[src/rtl/acma_pkg.sv]
package acma_pkg;

  localparam int OpW    = 5;
  localparam int BitW   = 3;
  localparam int ByteW  = 8;
  localparam int InW    = 16;
  localparam int OutW   = 40;

  localparam int DivDataW  = 16;
  localparam int DivRemW   = 9;
  localparam int DivBits   = 2;
  localparam int DivSteps  = DivDataW / DivBits;
  localparam int DivCntW   = $clog2(DivSteps);

  localparam int FlagN = 7;
  localparam int FlagV = 6;
  localparam int FlagP = 5;
  localparam int FlagH = 3;
  localparam int FlagI = 2;
  localparam int FlagZ = 1;
  localparam int FlagC = 0;

  typedef enum logic [OpW-1:0] {
    OP_NOP      = 5'd0,
    OP_XCN      = 5'd1,
    OP_DAA      = 5'd2,
    OP_DAS      = 5'd3,
    OP_CLRC     = 5'd4,
    OP_SETC     = 5'd5,
    OP_NOTC     = 5'd6,
    OP_CLRP     = 5'd7,
    OP_SETP     = 5'd8,
    OP_CLRV     = 5'd9,
    OP_EI       = 5'd10,
    OP_DI       = 5'd11,
    OP_MUL      = 5'd12,
    OP_DIV      = 5'd13,
    OP_SETBIT   = 5'd14,
    OP_CLRBIT   = 5'd15,
    OP_POP_A    = 5'd16,
    OP_POP_X    = 5'd17,
    OP_POP_Y    = 5'd18,
    OP_POP_PSW  = 5'd19,
    OP_PUSH_A   = 5'd20,
    OP_PUSH_X   = 5'd21,
    OP_PUSH_Y   = 5'd22,
    OP_PUSH_PSW = 5'd23
  } op_t;

  typedef enum logic [1:0] {
    ST_IDLE,
    ST_EXEC,
    ST_DIV,
    ST_FIN
  } state_t;

  typedef struct packed {
    logic latch_in;
    logic div_start;
    logic div_step;
    logic commit;
  } cmd_t;

  typedef struct packed {
    logic op_is_div;
    logic out_free;
  } status_t;

endpackage

[src/rtl/audio_cpu_misc_alu.sv]
// Miscellaneous-instruction unit of an 8-bit sound CPU. It holds the A, X, Y and
// status registers and executes one instruction per input word.
// The input stream carries the operation code, a bit index and a data byte; the
// output stream carries one word per instruction with A, X, Y, the status byte
// and the byte that a bit operation or a push produces.
// An instruction accepted at one clock edge is registered and executed in the
// next cycle; its word is loaded into the output register once that is free.
// Divide runs through an iterative divider that retires two quotient bits per
// cycle and never stalls; the word is loaded when it is done and output is free.
// The input side is ready again in the cycle after the word is loaded, so the
// next instruction is taken while the previous word still waits at the output,
// but no instruction is taken while one is still executing.
// When the receiver stalls, the output word holds and the instruction being
// executed waits for the output register to free before it updates the
// registers. Reset clears A, X, Y, the status byte and the output valid.
module audio_cpu_misc_alu (
  input  logic        clk,
  input  logic        rst,
  input  logic        s_tvalid,
  output logic        s_tready,
  // operation [4:0], bit_index [7:5], data_byte [15:8]
  input  logic [15:0] s_tdata,
  output logic        m_tvalid,
  input  logic        m_tready,
  // acc_out [7:0], x_out [15:8], y_out [23:16], flags_out [31:24], byte_out [39:32]
  output logic [39:0] m_tdata
);

  acma_pkg::cmd_t    cmd;
  acma_pkg::status_t sts;

  acma_ctrl u_ctrl (
    .clk      (clk),
    .rst      (rst),
    .s_tvalid (s_tvalid),
    .s_tready (s_tready),
    .sts      (sts),
    .cmd      (cmd)
  );

  acma_dp u_dp (
    .clk       (clk),
    .rst       (rst),
    .in_word   (s_tdata),
    .cmd       (cmd),
    .sts       (sts),
    .out_valid (m_tvalid),
    .out_ready (m_tready),
    .out_word  (m_tdata)
  );

endmodule

[src/rtl/acma_ctrl.sv]
module acma_ctrl (
  input  logic               clk,
  input  logic               rst,
  input  logic               s_tvalid,
  output logic               s_tready,
  input  acma_pkg::status_t  sts,
  output acma_pkg::cmd_t     cmd
);

  acma_pkg::state_t                 state, state_next;
  logic [acma_pkg::DivCntW-1:0]     step_cnt, step_cnt_next;

  always_ff @(posedge clk) begin
    if (rst) begin
      state    <= acma_pkg::ST_IDLE;
      step_cnt <= '0;
    end else begin
      state    <= state_next;
      step_cnt <= step_cnt_next;
    end
  end

  always_comb begin
    state_next    = state;
    step_cnt_next = step_cnt;
    cmd           = '0;
    s_tready      = 1'b0;
    case (state)
      acma_pkg::ST_IDLE: begin
        s_tready = 1'b1;
        if (s_tvalid) begin
          cmd.latch_in = 1'b1;
          state_next   = acma_pkg::ST_EXEC;
        end
      end
      acma_pkg::ST_EXEC: begin
        if (sts.op_is_div) begin
          cmd.div_start = 1'b1;
          step_cnt_next = '0;
          state_next    = acma_pkg::ST_DIV;
        end else if (sts.out_free) begin
          cmd.commit = 1'b1;
          state_next = acma_pkg::ST_IDLE;
        end
      end
      acma_pkg::ST_DIV: begin
        cmd.div_step = 1'b1;
        if (step_cnt == acma_pkg::DivCntW'(acma_pkg::DivSteps - 1)) begin
          state_next = acma_pkg::ST_FIN;
        end else begin
          step_cnt_next = step_cnt + acma_pkg::DivCntW'(1);
        end
      end
      acma_pkg::ST_FIN: begin
        if (sts.out_free) begin
          cmd.commit = 1'b1;
          state_next = acma_pkg::ST_IDLE;
        end
      end
      default: begin
        state_next = acma_pkg::ST_IDLE;
      end
    endcase
  end

endmodule

[src/rtl/acma_dp.sv]
module acma_dp (
  input  logic                          clk,
  input  logic                          rst,
  input  logic [acma_pkg::InW-1:0]      in_word,
  input  acma_pkg::cmd_t                cmd,
  output acma_pkg::status_t             sts,
  output logic                          out_valid,
  input  logic                          out_ready,
  output logic [acma_pkg::OutW-1:0]     out_word
);

  logic [7:0] acc, xr, yr, flags;
  logic [7:0] acc_next, x_next, y_next, flags_next, byte_next;

  acma_pkg::op_t                     in_op;
  logic [acma_pkg::BitW-1:0]         in_bit;
  logic [acma_pkg::ByteW-1:0]        in_data;

  logic [acma_pkg::DivDataW-1:0]     div_q, div_q_next;
  logic [acma_pkg::DivRemW-1:0]      div_rem, div_rem_next;
  logic [acma_pkg::DivRemW-1:0]      div_dvs;
  logic                              div_range;

  logic                              range_now;
  logic [16:0]                       shifted_ya;
  logic [acma_pkg::DivRemW-1:0]      dvs_now;

  logic [7:0]  daa1, daa2, das1, das2, bit_mask;
  logic [15:0] prod;
  logic [7:0]  div_acc, div_y;

  assign range_now  = {1'b0, yr} < {xr, 1'b0};
  assign shifted_ya = {1'b0, yr, acc} - {xr, 9'd0};
  assign dvs_now    = range_now ? {1'b0, xr} : (9'd256 - {1'b0, xr});

  always_comb begin
    logic [acma_pkg::DivRemW-1:0] r;
    logic [acma_pkg::DivDataW-1:0] q;
    logic [acma_pkg::DivRemW:0]    t;
    r = div_rem;
    q = div_q;
    for (int i = 0; i < acma_pkg::DivBits; i++) begin
      t = {r, q[acma_pkg::DivDataW-1]};
      q = {q[acma_pkg::DivDataW-2:0], 1'b0};
      if (t >= {1'b0, div_dvs}) begin
        t    = t - {1'b0, div_dvs};
        q[0] = 1'b1;
      end
      r = t[acma_pkg::DivRemW-1:0];
    end
    div_rem_next = r;
    div_q_next   = q;
  end

  always_ff @(posedge clk) begin
    if (cmd.latch_in) begin
      in_op   <= acma_pkg::op_t'(in_word[4:0]);
      in_bit  <= in_word[7:5];
      in_data <= in_word[15:8];
    end
    if (cmd.div_start) begin
      div_q     <= range_now ? {yr, acc} : shifted_ya[15:0];
      div_rem   <= '0;
      div_dvs   <= dvs_now;
      div_range <= range_now;
    end else if (cmd.div_step) begin
      div_q   <= div_q_next;
      div_rem <= div_rem_next;
    end
  end

  assign div_acc  = div_range ? div_q[7:0] : (8'hFF - div_q[7:0]);
  assign div_y    = div_range ? div_rem[7:0] : (xr + div_rem[7:0]);
  assign prod     = {8'd0, yr} * {8'd0, acc};
  assign bit_mask = 8'd1 << in_bit;

  assign daa1 = (flags[acma_pkg::FlagC] || acc > 8'h99) ? acc + 8'h60 : acc;
  assign daa2 = (flags[acma_pkg::FlagH] || daa1[3:0] > 4'h9) ? daa1 + 8'h06 : daa1;
  assign das1 = (!flags[acma_pkg::FlagC] || acc > 8'h99) ? acc - 8'h60 : acc;
  assign das2 = (!flags[acma_pkg::FlagH] || das1[3:0] > 4'h9) ? das1 - 8'h06 : das1;

  always_comb begin
    acc_next   = acc;
    x_next     = xr;
    y_next     = yr;
    flags_next = flags;
    byte_next  = '0;
    case (in_op)
      acma_pkg::OP_XCN: begin
        acc_next = {acc[3:0], acc[7:4]};
      end
      acma_pkg::OP_DAA: begin
        acc_next = daa2;
        if (flags[acma_pkg::FlagC] || acc > 8'h99) begin
          flags_next[acma_pkg::FlagC] = 1'b1;
        end
      end
      acma_pkg::OP_DAS: begin
        acc_next = das2;
        if (!flags[acma_pkg::FlagC] || acc > 8'h99) begin
          flags_next[acma_pkg::FlagC] = 1'b0;
        end
      end
      acma_pkg::OP_CLRC: flags_next[acma_pkg::FlagC] = 1'b0;
      acma_pkg::OP_SETC: flags_next[acma_pkg::FlagC] = 1'b1;
      acma_pkg::OP_NOTC: flags_next[acma_pkg::FlagC] = ~flags[acma_pkg::FlagC];
      acma_pkg::OP_CLRP: flags_next[acma_pkg::FlagP] = 1'b0;
      acma_pkg::OP_SETP: flags_next[acma_pkg::FlagP] = 1'b1;
      acma_pkg::OP_CLRV: begin
        flags_next[acma_pkg::FlagV] = 1'b0;
        flags_next[acma_pkg::FlagH] = 1'b0;
      end
      acma_pkg::OP_EI: flags_next[acma_pkg::FlagI] = 1'b1;
      acma_pkg::OP_DI: flags_next[acma_pkg::FlagI] = 1'b0;
      acma_pkg::OP_MUL: begin
        acc_next = prod[7:0];
        y_next   = prod[15:8];
      end
      acma_pkg::OP_DIV: begin
        acc_next = div_acc;
        y_next   = div_y;
        flags_next[acma_pkg::FlagV] = yr >= xr;
        flags_next[acma_pkg::FlagH] = yr[3:0] >= xr[3:0];
      end
      acma_pkg::OP_SETBIT:  byte_next = in_data | bit_mask;
      acma_pkg::OP_CLRBIT:  byte_next = in_data & ~bit_mask;
      acma_pkg::OP_POP_A:   acc_next = in_data;
      acma_pkg::OP_POP_X:   x_next = in_data;
      acma_pkg::OP_POP_Y:   y_next = in_data;
      acma_pkg::OP_POP_PSW: flags_next = in_data;
      acma_pkg::OP_PUSH_A:  byte_next = acc;
      acma_pkg::OP_PUSH_X:  byte_next = xr;
      acma_pkg::OP_PUSH_Y:  byte_next = yr;
      acma_pkg::OP_PUSH_PSW: byte_next = flags;
      default: begin
      end
    endcase
    if (in_op == acma_pkg::OP_XCN || in_op == acma_pkg::OP_DAA ||
        in_op == acma_pkg::OP_DAS || in_op == acma_pkg::OP_DIV) begin
      flags_next[acma_pkg::FlagN] = acc_next[7];
      flags_next[acma_pkg::FlagZ] = acc_next == 8'd0;
    end else if (in_op == acma_pkg::OP_MUL) begin
      flags_next[acma_pkg::FlagN] = y_next[7];
      flags_next[acma_pkg::FlagZ] = y_next == 8'd0;
    end
  end

  always_ff @(posedge clk) begin
    if (rst) begin
      acc       <= '0;
      xr        <= '0;
      yr        <= '0;
      flags     <= '0;
      out_valid <= 1'b0;
    end else begin
      if (cmd.commit) begin
        acc       <= acc_next;
        xr        <= x_next;
        yr        <= y_next;
        flags     <= flags_next;
        out_valid <= 1'b1;
      end else if (out_ready) begin
        out_valid <= 1'b0;
      end
    end
  end

  always_ff @(posedge clk) begin
    if (cmd.commit) begin
      out_word <= {byte_next, flags_next, y_next, x_next, acc_next};
    end
  end

  assign sts = {in_op == acma_pkg::OP_DIV, !out_valid || out_ready};

endmodule

[config.mk]
export PLATFORM = sky130hd
export DESIGN_NAME = audio_cpu_misc_alu
export DESIGN_NICKNAME = d
export VERILOG_FILES = /design/src/rtl/acma_pkg.sv /design/src/rtl/audio_cpu_misc_alu.sv /design/src/rtl/acma_ctrl.sv /design/src/rtl/acma_dp.sv
export SDC_FILE = /design/constraint.sdc
export NUM_CORES = 1
export LEC_CHECK = 0
export ABC_AREA = 1
export BUFFER_PORTS_ARGS = -buffer_cell sky130_fd_sc_hd__buf_2
export CORE_ASPECT_RATIO = 1.1
export CORE_MARGIN = 2
export CORE_UTILIZATION = 45
export CTS_CLUSTER_DIAMETER = 120
export DETAILED_ROUTE_END_ITERATION = 10
export GPL_ROUTABILITY_DRIVEN = 0
export SYNTH_ARGS = -nofsm -noshare
export SYNTH_HDL_FRONTEND = slang
export SYNTH_HIERARCHICAL = 1
export SYNTH_SLANG_ARGS = --single-unit
[constraint.sdc]
create_clock -name clk -period 5.3 [get_ports clk]
set_clock_uncertainty 0.1 [all_clocks]
set_input_delay 1.06 -clock clk [delete_from_list [all_inputs] [get_ports clk]]
set_output_delay 1.06 -clock clk [all_outputs]
set_load 0.005 [all_outputs]
After elaboration in Yosys (flattened, before gate mapping)
Cells that the tools add are included.
{"block": "op_classes", "addsub": 11, "n_mul": 1, "order_cmp": 8, "eq_ne": 31, "n_shift": 1, "muxes": 51, "bitwise": 4, "reduce_logical": 19}
{"operator": "8-bit case mux with 6 select lines", "count": 2}
{"operator": "8-bit two-way mux", "count": 8}
{"operator": "16-bit two-way mux", "count": 3}
{"operator": "5-bit by 4-bit == test with 1-bit output (second input constant)", "count": 8}
{"operator": "5-bit == test (second input constant)", "count": 8}
{"operator": "8-bit case mux with 3 select lines", "count": 1}
{"operator": "1-bit two-way mux", "count": 21}
{"operator": "5-bit by 3-bit == test with 1-bit output (second input constant)", "count": 4}
{"operator": "10-bit by 9-bit >= comparator with 1-bit output", "count": 2}
{"operator": "9-bit two-way mux", "count": 2}
{"operator": "9-bit subtractor", "count": 2}
{"operator": "8-bit logical NOT", "count": 2}
{"operator": "8-bit by 8-bit multiplier with 16-bit output", "count": 1}
{"operator": "16-bit subtractor", "count": 1}
{"operator": "1-bit case mux with 3 select lines", "count": 4}
{"operator": "5-bit by 2-bit == test with 1-bit output (second input constant)", "count": 2}
{"operator": "8-bit by 9-bit < comparator with 1-bit output", "count": 1}
{"operator": "9-bit by 8-bit subtractor with 9-bit output (first input constant)", "count": 1}
{"operator": "8-bit by 3-bit adder with 8-bit output (second input constant)", "count": 1}
{"operator": "8-bit by 7-bit adder with 8-bit output (second input constant)", "count": 1}
{"operator": "8-bit adder", "count": 1}
{"operator": "8-bit bitwise AND", "count": 1}
{"operator": "8-bit >= comparator", "count": 1}
{"operator": "4-bit greater-than comparator (second input constant)", "count": 2}
{"operator": "28 further kinds", "count": 46}
{"block": "totals", "regBits": 129, "in_bits": 20, "out_inout_bits": 42, "wordCells": 142}

Longest topological paths before layout
Gate-level depths: netlist of run 1.
{"block": "logic_depth", "ltp_word": 9, "mapped_depth": 28, "depth_no_buf": 27}

Cells and area by module
Netlist of run 1, hierarchy kept.
{"module": "acma_dp", "instances": 1, "cells_each": 1408, "area_per_inst_um2": 10491.3, "seq_area_each_um2": 3303.2}
{"module": "acma_ctrl", "instances": 1, "cells_each": 40, "area_per_inst_um2": 291.5, "seq_area_each_um2": 100.1}

Worst setup path after synthesis of run 1
OpenSTA, ideal clock, no wires.
{"block": "synth_path", "kind": "register -> register", "startpoint": "register u_dp.acc[7]", "endpoint": "register u_dp/out_word[25] in the netlist's numbering, data pin", "setup_time_ns": 0.253, "arrival_time_ns": 4.436, "t_required_ns": 4.947, "path_slack_ns": 0.511, "stages_incl_launch_ff": 24, "n_path_buf": 2, "synth_period_minus_slack_ns": 4.789, "path_cell_list": "dfxtp_1 -> clkbuf_1 -> buf_1 -> nand2_1 -> fa_1 -> fa_1 -> fa_1 -> fa_1 -> inv_1 -> ha_1 -> a21oi_1 -> nor2_1 -> nor2_1 -> nand2_1 -> nand2_1 -> nand2_1 -> nand2_1 -> nand3_1 -> nand2_1 -> nand2_1 -> nand4_1 -> nand2_1 -> nand2_1 -> nand2_1"}
{"block": "synth_via", "elab_chain_cells": 9, "elab_cells_between_ends": 22, "cone_classes": "add/sub (4); mul (1); order compare (3); mux (8); reduce/logical (6)"}
{"item": "start: declaration", "line_no": "acma_dp.sv:12", "text": "logic [7:0] acc, xr, yr, flags;"}
{"item": "start signal: assignment", "line_no": "acma_dp.sv:157", "text": "acc <= acc_next;"}
{"item": "parallel branches: the longest is 8 deep, another holds 8-bit greater-than comparator"}
{"item": "1-bit two-way mux (*)", "line_no": "acma_dp.sv:138", "text": "if (in_op == acma_pkg::OP_XCN || in_op == acma_pkg::OP_DAA ||"}
{"item": "via u_dp.flags_next[1]", "line_no": "acma_dp.sv:13", "text": "logic [7:0] acc_next, x_next, y_next, flags_next, byte_next;"}
{"item": "end signal: assignment", "line_no": "acma_dp.sv:170", "text": "out_word <= {byte_next, flags_next, y_next, x_next, acc_next};"}
{"item": "end: declaration", "line_no": "acma_dp.sv:9", "text": "output logic [acma_pkg::OutW-1:0] out_word"}
Mark *: on every way through the listed nets, which the timed path passes.
A chain may end at the register's enable or synchronous reset.

Final worst setup path of run 1
{"block": "layout_path", "startpoint": "register u_dp.yr[6]", "endpoint": "register u_dp.flags[1]"}
{"block": "layout_via", "elab_chain_cells": 5, "elab_cells_between_ends": 7, "cone_classes": "mul (1); mux (4); reduce/logical (2)"}
{"item": "start: declaration", "line_no": "acma_dp.sv:12"}
{"item": "start signal: assignment", "line_no": "acma_dp.sv:159", "text": "yr <= y_next;"}
{"item": "8-bit by 8-bit multiplier with 16-bit output", "line_no": "acma_dp.sv:74", "text": "assign prod = {8'd0, yr} * {8'd0, acc};"}
{"item": "8-bit case mux with 3 select lines", "line_no": "acma_dp.sv:88", "text": "case (in_op)"}
{"item": "8-bit logical NOT", "line_no": "acma_dp.sv:144", "text": "flags_next[acma_pkg::FlagZ] = y_next == 8'd0;"}
{"item": "1-bit two-way mux", "line_no": "acma_dp.sv:142", "text": "end else if (in_op == acma_pkg::OP_MUL) begin"}
{"item": "1-bit two-way mux (*)", "line_no": "acma_dp.sv:138"}
{"item": "end signal: assignment", "line_no": "acma_dp.sv:160", "text": "flags <= flags_next;"}
{"item": "end: declaration", "line_no": "acma_dp.sv:12"}
Mark *: on every way between the ends. The rest lies on a longest branch, timed or not.

==> flow_summary.ini, run 1 <==
[worst_setup_path]
slowest_stage = dfxtp_1
r2r-start = u_dp/yr[6]
path_buf_inv = 5
path_class = reg -> reg
cp.arrival_ns = 5.18
critPathTopFamily = adder cells
reg2reg_to = u_dp/flags[1]
endpoint = u_dp/flags[1]
crit_path_end_kind = flop
cp.required_ns = 5.52
critPathMaxFanout = 7
cp-startpoint = u_dp/yr[6]
cp_common_cell = nand2_1
reg2regPathDepth = 25
startpoint_type = flop
slowest_delay_ns = 0.60
critical_path_cell_count = 25
r2r_setup_slack_ns = 0.34

[synthesis]
synth_edf_count = 82
avgSynthCellArea_sq_um = 7.447
yosysUniqueCellTypes = 48
synth_cells = 1448
synth_area_sq_um = 10780
synth_flop_cell = edfxtp_1
postSynthNetCount = 1591
synth_top_area_share_pct = 22.84
synthAdderAreaFrac_pct = 17.06
ys_warn_count = 6
synth_seq_cells = 129
synth_seq_area_share_pct = 31.56
synth_compound_area_share_pct = 13.69
ys_async_sr_fraction_pct = 0
synthMuxAreaShare_pct = 0
synthXorXnorAreaFrac_pct = 2.518
yosys-top-cells-area = edfxtp_1 23%, nand2_1 11%, inv_1 9.9%
synth-simple-area-share_pct = 23.21
synth_top_family_by_area = simple AND/OR/NAND/NOR gates
synth_top_area_cell = edfxtp_1

[floorplan]
fp.dieH_microns = 166.4
core_sq_um = 23620
core.rowCount = 59
dieArea_sq_um = 25220
fp.dieW_microns = 151.6
initial_core_util_pct = 45.65
io_pins = 62

[sta]
finalSetupViolCount = 0
tns_ns = 0
timing.final.crit_share_pct = 93.65
slew-limit-headroom_pct = 32.81
report.final.slew_viol_count = 0
hold_violations = 0
whs_ns = 0.3822
period_minus_slack_ns = 4.963
tightestPinTransition_ns = 1.007
timing.fmax_mhz = 201.5
rsz0062_at_grt = false

[route]
routed_via_density = 5.451
routedWlPerCell_microns = 18.05
drc_errors = 0
drtAntennaViolNets = 0
vias = 9970
wirelength_microns = 33010
drt_first_pass_iters = 6
drtIter0Drc = 949

[cts]
cts_buffers = 17
root_buffer = clkbuf_16
cts_resized = 0
htree_levels = 4
cts.sinks = 129
cts_buffer_depth = 2
post_cts_buffers = 0
clk_pin_slew_worst_paths_ns = 0.06
clock_latency_ns = 0.42
hold_buffers = 0
cts_tree = built

[grt]
antenna_found_initial = 0
gr-total-overflow = 0
globalRouteTotalUtil_pct = 27.07
grt_pass1_vias = 9608
grt_pass1_wl_microns = 52070
grt_max_degree = 54

[hold_path]
hold_class = reg -> reg

[power_and_ir_drop]
leakage_nw = 6.245
peakVddDrop_mv = 0.1833
pwr_density_cell_nw_per_um2 = 337.8

[placed_design]
place_inst = 1797
hpwl_microns = 25300
numPortBuffers = 61
postPlaceCellArea_sq_um = 11490

[cells_and_area]
n_antenna_cell = 0
layoutNonFillerInstCount = 1829
drive_above_1_share_pct = 10.89
fillers = 2361
synthToLayoutAreaGrowth_pct = 12.13
fin_nets = 1654
fin_area_sq_um = 12090

[run]
drv_cap = 0

[outcome]
status = completed
## placed cells by master (no fill, tap or decap), types with 3 or more instances in the layout
cell type,count
nand2_1,330
inv_1,284
o21ai_0,106
ha_1,83
nand3_1,82
edfxtp_1,82
a21oi_1,80
nor2_1,78
buf_2,61
dfxtp_1,41
fa_1,40
buf_4,24
xor2_1,20
nor3_1,20
o211ai_1,19
clkbuf_16,17
nand4_1,15
inv_2,11
xnor2_1,11
o22ai_1,10
o21ai_1,8
nand3b_1,7
o2111ai_1,6
a22oi_1,6
dfxtp_2,6
nand3_2,5
nor2_2,5
nand2_4,5
or2_2,5
inv_6,4
clkinv_4,4
nor2_4,4
nand2_2,4
a31oi_1,4
a211oi_1,4
o21bai_1,4
nand3_4,3
o221ai_1,3
## final cells by class
type	instances	area (sq um)	share of cell area, %
multi-input combinational	980	6097	50.43
tap	305	381.6	3.156
timing repair buffer	85	485.5	4.015
sequential	129	3411	28.21
clock buffer	20	446.7	3.695
clock inverter	12	148.9	1.232
inverter	298	1120	9.262
## Yosys cell counts, types with 2 or more instances
library cell	number
a211oi_1	4
a21oi_1	80
a221oi_1	2
a22oi_1	6
a31oi_1	4
buf_2	7
buf_4	2
clkbuf_1	31
clkinv_1	2
dfxtp_1	47
edfxtp_1	82
fa_1	40
ha_1	83
inv_1	284
inv_2	11
nand2_1	330
nand2_2	4
nand2_4	5
nand3_1	82
nand3_2	5
nand3_4	3
nand3b_1	7
nand4_1	15
nor2_1	79
nor2_2	5
nor2_4	3
nor3_1	20
o2111ai_1	6
o211ai_1	19
o21a_1	2
o21ai_0	106
o21ai_1	8
o21bai_1	4
o221ai_1	3
o22ai_1	10
o311ai_0	2
or2_2	5
xnor2_1	11
xor2_1	20
## state kept, by name, indices dropped and copies added, names as in the netlist
register / cells
u_dp/div_dvs: 9
u_dp/yr: 8
u_dp/div_rem: 9
u_dp/acc: 8
u_dp/out_valid: 1
u_dp/flags: 8
u_dp/div_q: 16
u_dp/in_op: 5
u_dp/xr: 8
u_dp/div_range: 1
u_dp/out_word: 40
u_dp/in_bit: 3
u_dp/in_data: 8
u_ctrl/step_cnt: 3
u_ctrl/state: 2
## where the power goes
| group | leakage [nW] | switching [mW] | internal, mW |
|---|---|---|---|
| sequential | 1.16 | 0.122 | 1.19 |
| clock | 0.288 | 0.491 | 0.717 |
| combinational | 4.80 | 1.00 | 0.558 |
## worst reg2reg max path, cell delays in order (launching register included)
cell      delay (ns)
dfxtp_1         0.60
nand2_1         0.10
inv_1           0.08
fa_1            0.43
fa_1            0.47
fa_1            0.55
inv_1           0.05
fa_1            0.53
inv_1           0.04
ha_1            0.34
nand2_1         0.14
inv_1           0.06
a21oi_1         0.18
nand2_1         0.09
nand2_1         0.08
nand2_1         0.05
nand2_1         0.06
nand3_1         0.15
nand3b_1        0.14
nand2_1         0.10
nand4_1         0.16
nand2_1         0.08
nand2_1         0.08
nand3_1         0.07
nand2_1         0.09
inv_1           0.04
## worst min-delay path by stage
stage,from,end,slack (ns),depth (start not counted)
after global placement,u_dp/div_rem[8],u_dp/div_rem[8],0.37,2
after floorplan,u_dp/div_rem[8],u_dp/div_rem[8],0.35,2
after global routing,u_ctrl/step_cnt[1],u_ctrl/step_cnt[1],0.40,2
after detailed placement,u_dp/div_rem[8],u_dp/div_rem[8],0.38,2
after CTS,u_dp/div_rem[8],u_dp/div_rem[8],0.39,2
final,u_dp/div_rem[8],u_dp/div_rem[8],0.38,2
## logic make-up after synthesis
family          Yosys count
xor+xnor                 31
compound gates          261
fa+ha+maj               123
simple gates            565
flops                   129
buf+inv                 339
## per-stage QoR
step / setup slack (ns) / power (mW) / util, %
6_report: 0.3368 / 4.084 / 51.18
5_1_grt: 0.02312 / 4.383 / 51.18
4_1_cts: 0.1774 / 4.088 / 51.15
3_5_place_dp: 0.2019 / 2.870 / 48.63
3_3_place_gp: 0.2861 / 2.852 / 48.63
2_1_floorplan: 0.5107 / 2.449 / -
## routing by layer
layer  part of all wire (%)  vias to the layer above  GRT usage, %
met5                      0                        -             0
met4                    2.8                        0         7.850
met3                    6.9                       68         5.495
met2                     47                      384         44.52
met1                     44                     4682         35.99
li1                       -                     4836             -
Power figures use the tool's default switching activity.
==> run 2: changes to the inputs <==
--- a/config.mk
+++ b/config.mk
@@ -8,7 +8,7 @@
 export ABC_AREA = 1
 export BUFFER_PORTS_ARGS = -buffer_cell sky130_fd_sc_hd__buf_2
 export CORE_ASPECT_RATIO = 1.1
-export CORE_MARGIN = 2
+export CORE_MARGIN = 4
 export CORE_UTILIZATION = 45
 export CTS_CLUSTER_DIAMETER = 120
 export DETAILED_ROUTE_END_ITERATION = 10
==> constraint.sdc (replaced) <==
create_clock -name clk -period 6.4 [get_ports clk]
set_clock_uncertainty 0.1 [all_clocks]
set_input_delay 1.28 -clock clk [delete_from_list [all_inputs] [get_ports clk]]
set_output_delay 1.28 -clock clk [all_outputs]
set_load 0.005 [all_outputs]
==> run 2 against run 1 <==
Against the previous run:
- setup slack better by 0.95 ns
- sequential cell count stayed put
- via count is 0.12% higher
- die area is 5.1% higher
- cell count is 0.77% lower
- first-iteration DRC count is 1.1% lower
- maximum frequency is 2.9% lower
==> flow_summary.ini, run 2 (synthesis gave the netlist of run 1 again) <==
[worst_setup_path]
crit_path_end_kind = flop
r2r-start = u_dp/acc[5]
cp.required_ns = 6.63
reg2reg_to = u_dp/flags[1]
slowest_delay_ns = 0.79
path_class = reg -> reg
critPathTopFamily = adder cells
path_buf_inv = 5
startpoint_type = flop
critPathMaxFanout = 16
cp.arrival_ns = 5.34
slowest_stage = dfxtp_1
cp_common_cell = nand2_1
reg2regPathDepth = 25
critical_path_cell_count = 25
r2r_setup_slack_ns = 1.29

[cells_and_area]
multi_input_area_sq_um = 6097
final_common_cell = nand2_1
n_antenna_cell = 0
fillers = 2359
layoutNonFillerInstCount = 1815
layout_common_cells = 330 x nand2_1, 284 x inv_1, 106 x o21ai_0
regMostFlops = u_dp/out_word
synthToLayoutAreaGrowth_pct = 11.23
seq_area_sq_um = 3403
drive_above_1_share_pct = 9.801
fin_nets = 1640
largest_reg_flops = 40
reg.largest.list = u_dp/out_word (40), u_dp/div_q (16)

[grt]
grt_max_degree = 54
gr-total-overflow = 0
met3_usage_pct = 3.052
grt_pass1_wl_microns = 51570
globalRouteTotalUtil_pct = 25.08
antenna_found_initial = 0
grt_use_met2_pct = 41.45
grt_pass1_vias = 9346
met1_usage_pct = 33.55
top_usage_layer = met2

[cts]
root_buffer = clkbuf_16
htree_levels = 4
cts.sinks = 129
clock_latency_ns = 0.43
cts_buffer_depth = 2
hold_buffers = 0
cts_tree = built
cts_buffers = 17
cts_resized = 0
clk_pin_slew_worst_paths_ns = 0.07
post_cts_buffers = 0

[hold_path]
hold_depth = 2
hold_class = reg -> reg
hold_end = u_dp/div_rem[8]
min_from = u_dp/div_rem[8]

[route]
routedWlPerCell_microns = 18.20
vias = 9982
drtAntennaViolNets = 0
drt_first_pass_iters = 8
drtIter0Drc = 939
wirelength_microns = 33030
routed_via_density = 5.500
drc_errors = 0

[power_and_ir_drop]
pwr_density_cell_nw_per_um2 = 282.2
peakVddDrop_mv = 0.1717
leakage_nw = 6.180

[floorplan]
initial_core_util_pct = 45.65
fp.dieH_microns = 170.4
dieArea_sq_um = 26500
core_sq_um = 23620
core.rowCount = 59
fp.dieW_microns = 155.6
io_pins = 62

[placed_design]
place_inst = 1783
hpwl_microns = 25130
numPortBuffers = 61

[sta]
timing.final.crit_share_pct = 79.85
slew-limit-headroom_pct = 28.17
report.final.slew_viol_count = 0
hold_violations = 0
tns_ns = 0
finalSetupViolCount = 0
rsz0062_at_grt = false
timing.fmax_mhz = 195.7
tightestPinTransition_ns = 1.075
period_minus_slack_ns = 5.111

[outcome]
status = completed

[run]
drv_cap = 0
## run 2: cell types whose count changed in the layout (fill, tap and decap cells not counted), moves of 3 or more
cell and change:
clkinv_4 -4, clkinv_8 +3, dfxtp_1 +6, inv_8 +4, dfxtp_2 -6, buf_4 -14
## run 2: worst reg2reg max path: cells and delay by family (launching register included)
family	cells	cell delay, ns
adders and majority gates	5	2.37
and+or+nand+nor	14	1.29
DFF	1	0.79
buffers and inverters	5	0.27
AOI/OAI and AO/OA	1	0.17
## run 2: area by class of cell
cell class                 instances  share of cell area [%]
tap                              305                   3.182
clock inverter                    15                   1.554
sequential                       129                   28.37
inverter                         298                   9.337
multi-input combinational        980                   50.83
timing repair buffer              71                   3.171
clock buffer                      17                   3.547
## run 2: layer usage
metal | share of wire [%] | vias to the layer above
met5 | 0 | -
met4 | 3.7 | 0
met3 | 6.6 | 89
met2 | 47 | 418
met1 | 43 | 4663
li1 | - | 4812
## run 2: through the flow
stage	util, %	cell area, sq um	power (mW)	hold slack, ns	worst slack [ns]
final	50.77	11990	3.384	0.3883	1.289
after CTS	50.77	11990	3.391	0.3910	1.324
after floorplan	-	10780	2.028	0.3474	1.611
after detailed placement	48.18	11380	2.370	0.3792	1.353
after global routing	50.77	11990	3.623	0.4198	0.8967
after global placement	48.18	11380	2.348	0.3711	1.425
## run 2: how the worst max path moves through the flow
stage / from / slack [ns] / endpoint
after floorplan: u_dp/acc[7] / 1.61 / u_dp/out_word[25]
after global placement: u_dp/acc[5] / 1.43 / u_dp/flags[1]
after detailed placement: u_dp/acc[5] / 1.35 / u_dp/flags[1]
after CTS: u_dp/acc[5] / 1.32 / u_dp/flags[1]
after global routing: u_dp/div_q[15] / 0.90 / u_dp/div_q[0]
final: u_dp/acc[5] / 1.29 / u_dp/flags[1]
## run 2: where the power goes
| group | internal, mW | switching, mW | total, mW | leakage [nW] |
|---|---|---|---|---|
| Combinational | 0.445 | 0.826 | 1.27 | 4.73 |
| Sequential | 0.985 | 0.111 | 1.10 | 1.16 |
| Clock | 0.564 | 0.454 | 1.02 | 0.297 |
==> run 3: changes to the inputs <==
==> constraint.sdc (replaced) <==
create_clock -name clk -period 4.1 [get_ports clk]
set_clock_uncertainty 0.1 [all_clocks]
set_input_delay 0.82 -clock clk [delete_from_list [all_inputs] [get_ports clk]]
set_output_delay 0.82 -clock clk [all_outputs]
set_load 0.005 [all_outputs]
==> run 3 against run 2 <==
Against the previous run:
- non-clock buffer count increased by 150
- the flow now finishes with violations (negative setup slack)
- die area is the same
- global-route usage up 1.1 points
- setup slack lost 1.6 ns
- count of clock-buffer cells in the layout increased by 1
- critical path depth up 3
- total power up 97%
- combinational power increased to 2.7 times the previous value
- cell count grew 8.3%
- worst hold slack lost 0.00061 ns
- maximum frequency up 16%
- first-iteration DRC count increased by 1.7%
==> flow_summary.ini, run 3 (synthesis gave the netlist of run 1 again) <==
[outcome]
status = finished, violations left
violations = negative setup slack

[route]
drtIter0Drc = 955
drc_errors = 0
wirelength_microns = 35470
routed_via_density = 5.402
vias = 10615
drt_first_pass_iters = 6
routedWlPerCell_microns = 18.05
drtAntennaViolNets = 0

[placed_design]
numPortBuffers = 61
hpwl_microns = 26100

[cts]
root_buffer = clkbuf_16
clk_pin_slew_worst_paths_ns = 0.06
htree_levels = 4
hold_buffers = 0
cts_buffer_depth = 2
cts_tree = built
cts.sinks = 129
cts_buffers = 17
clock_latency_ns = 0.43

[worst_setup_path]
cp_common_cell = nand2_1
path_class = reg -> reg
cp.arrival_ns = 4.66
startpoint_type = flop
slowest_stage = fa_1
critPathMaxFanout = 6
cp.required_ns = 4.37
slowest_delay_ns = 0.54
crit_path_end_kind = flop

[power_and_ir_drop]
internal_power_mw = 4.088
combPwrFrac_pct = 50.7
swShare_pct = 38.63
pwr_density_cell_nw_per_um2 = 477.7
switchingPower_mw = 2.573
leakage_nw = 7.086
seq_power_share_pct = 25.3
peakVddDrop_mv = 0.2922
finalPower_mw = 6.662
clkPwrFrac_pct = 24.0

[cells_and_area]
regMostFlops = u_dp/out_word
final_common_cell = nand2_1
synthToLayoutAreaGrowth_pct = 29.32
reg.largest.list = u_dp/out_word (40), u_dp/div_q (16)
drive_above_1_share_pct = 27.23
n_antenna_cell = 0
largest_reg_flops = 40
fin_nets = 1790
layout_common_cells = 295 x nand2_1, 257 x inv_1, 130 x buf_4

[floorplan]
io_pins = 62
core.rowCount = 59
fp.dieW_microns = 155.6
core_sq_um = 23620
dieArea_sq_um = 26500
fp.dieH_microns = 170.4
initial_core_util_pct = 45.65

[sta]
whs_ns = 0.3877
final.setup.worst_slack_ns = -0.2909
rsz0062_at_grt = true
period_minus_slack_ns = 4.391
timing.fmax_mhz = 227.7
finalSetupViolCount = 14
timing.final.crit_share_pct = 107.1
hold_violations = 0
tightestPinTransition_ns = 0.8974
slew-limit-headroom_pct = 40.17
report.final.slew_viol_count = 0

[grt]
antenna_found_initial = 0
grt_max_degree = 54
gr-total-overflow = 0
grt_pass1_vias = 10227
grt_pass1_wl_microns = 54230
globalRouteTotalUtil_pct = 26.16

[run]
drv_cap = 0

[hold_path]
hold_class = reg -> reg
## run 3: cell count changes in the layout (fill, tap and decap cells not counted), moves of 19 or more
cell     before  now
buf_4        10  130
buf_6         0   29
inv_1       284  257
inv_2        11   37
nand2_1     330  295
nand2_2       4   29
o21ai_0     106   87
## run 3: power groups by stage
stage / clock network, mW / registers [mW] / logic, mW
floorplan: 0 / 1.65 / 1.54
detailed placement: 0 / 1.70 / 2.53
global placement: 0 / 1.70 / 2.51
global route: 1.69 / 1.70 / 3.69
CTS: 1.61 / 1.68 / 2.73
finish: 1.60 / 1.69 / 3.38
## run 3: repair_timing
action                     in CTS  in global routing
gates cloned                    0                  0
resized for setup              94                133
buffers inserted               26                 24
setup endpoints to repair      35                 36
pin swaps                      55                 86
## run 3: routing by layer
layer  global-route usage [%]  up-vias  wire (microns)  share of wire, %
met3                    4.476       81            2390               6.7
met5                        0        -               0                 0
met2                    45.40      420           17260                49
met1                    33.34     5001           14730                42
li1                         -     5113               -                 -
met4                    8.108        0            1082               3.1
## run 3: critical path, delay by kind of cell, from the launching register on
kind	cells	cell delay, ns
buf+inv	7	0.52
flops	1	0.33
fa+ha+maj	5	1.99
simple gates	16	1.39
## run 3: final timing paths
| path | start | cells past startpoint | end | slack (ns) |
|---|---|---|---|---|
| setup reg to reg | u_dp/yr[2] | 28 | u_dp/flags[1] | -0.29 |
| hold / removal | u_ctrl/step_cnt[2] | 2 | u_ctrl/step_cnt[2] | 0.39 |
| hold reg to reg | u_ctrl/step_cnt[2] | 2 | u_ctrl/step_cnt[2] | 0.39 |
| setup / recovery | u_dp/yr[2] | 28 | u_dp/flags[1] | -0.29 |
## run 3: layout make-up
type / instances / area [sq um]
tap: 305 / 381.6
sequential: 129 / 3446
multi-input combinational: 980 / 6759
inverter: 298 / 1122
fill: 2156 / 9678
clock buffer: 18 / 429.2
timing repair buffer: 221 / 1628
clock inverter: 14 / 178.9
## run 3: stage by stage
stage                     worst slack (ns)  instances  utilization (%)  TNS (ns)  instance area (sq um)
final                              -0.2909       1965            59.03    -2.115                  13940
after global routing               -0.5284       1965            59.03    -6.981                  13940
after CTS                          -0.3565       1945            56.24    -2.312                  13290
after detailed placement           -0.4106       1892            51.93    -6.469                  12270
after global placement             -0.3421       1892            51.93    -4.779                  12270
after floorplan                    -0.1127       1448                -   -0.1842                  10930
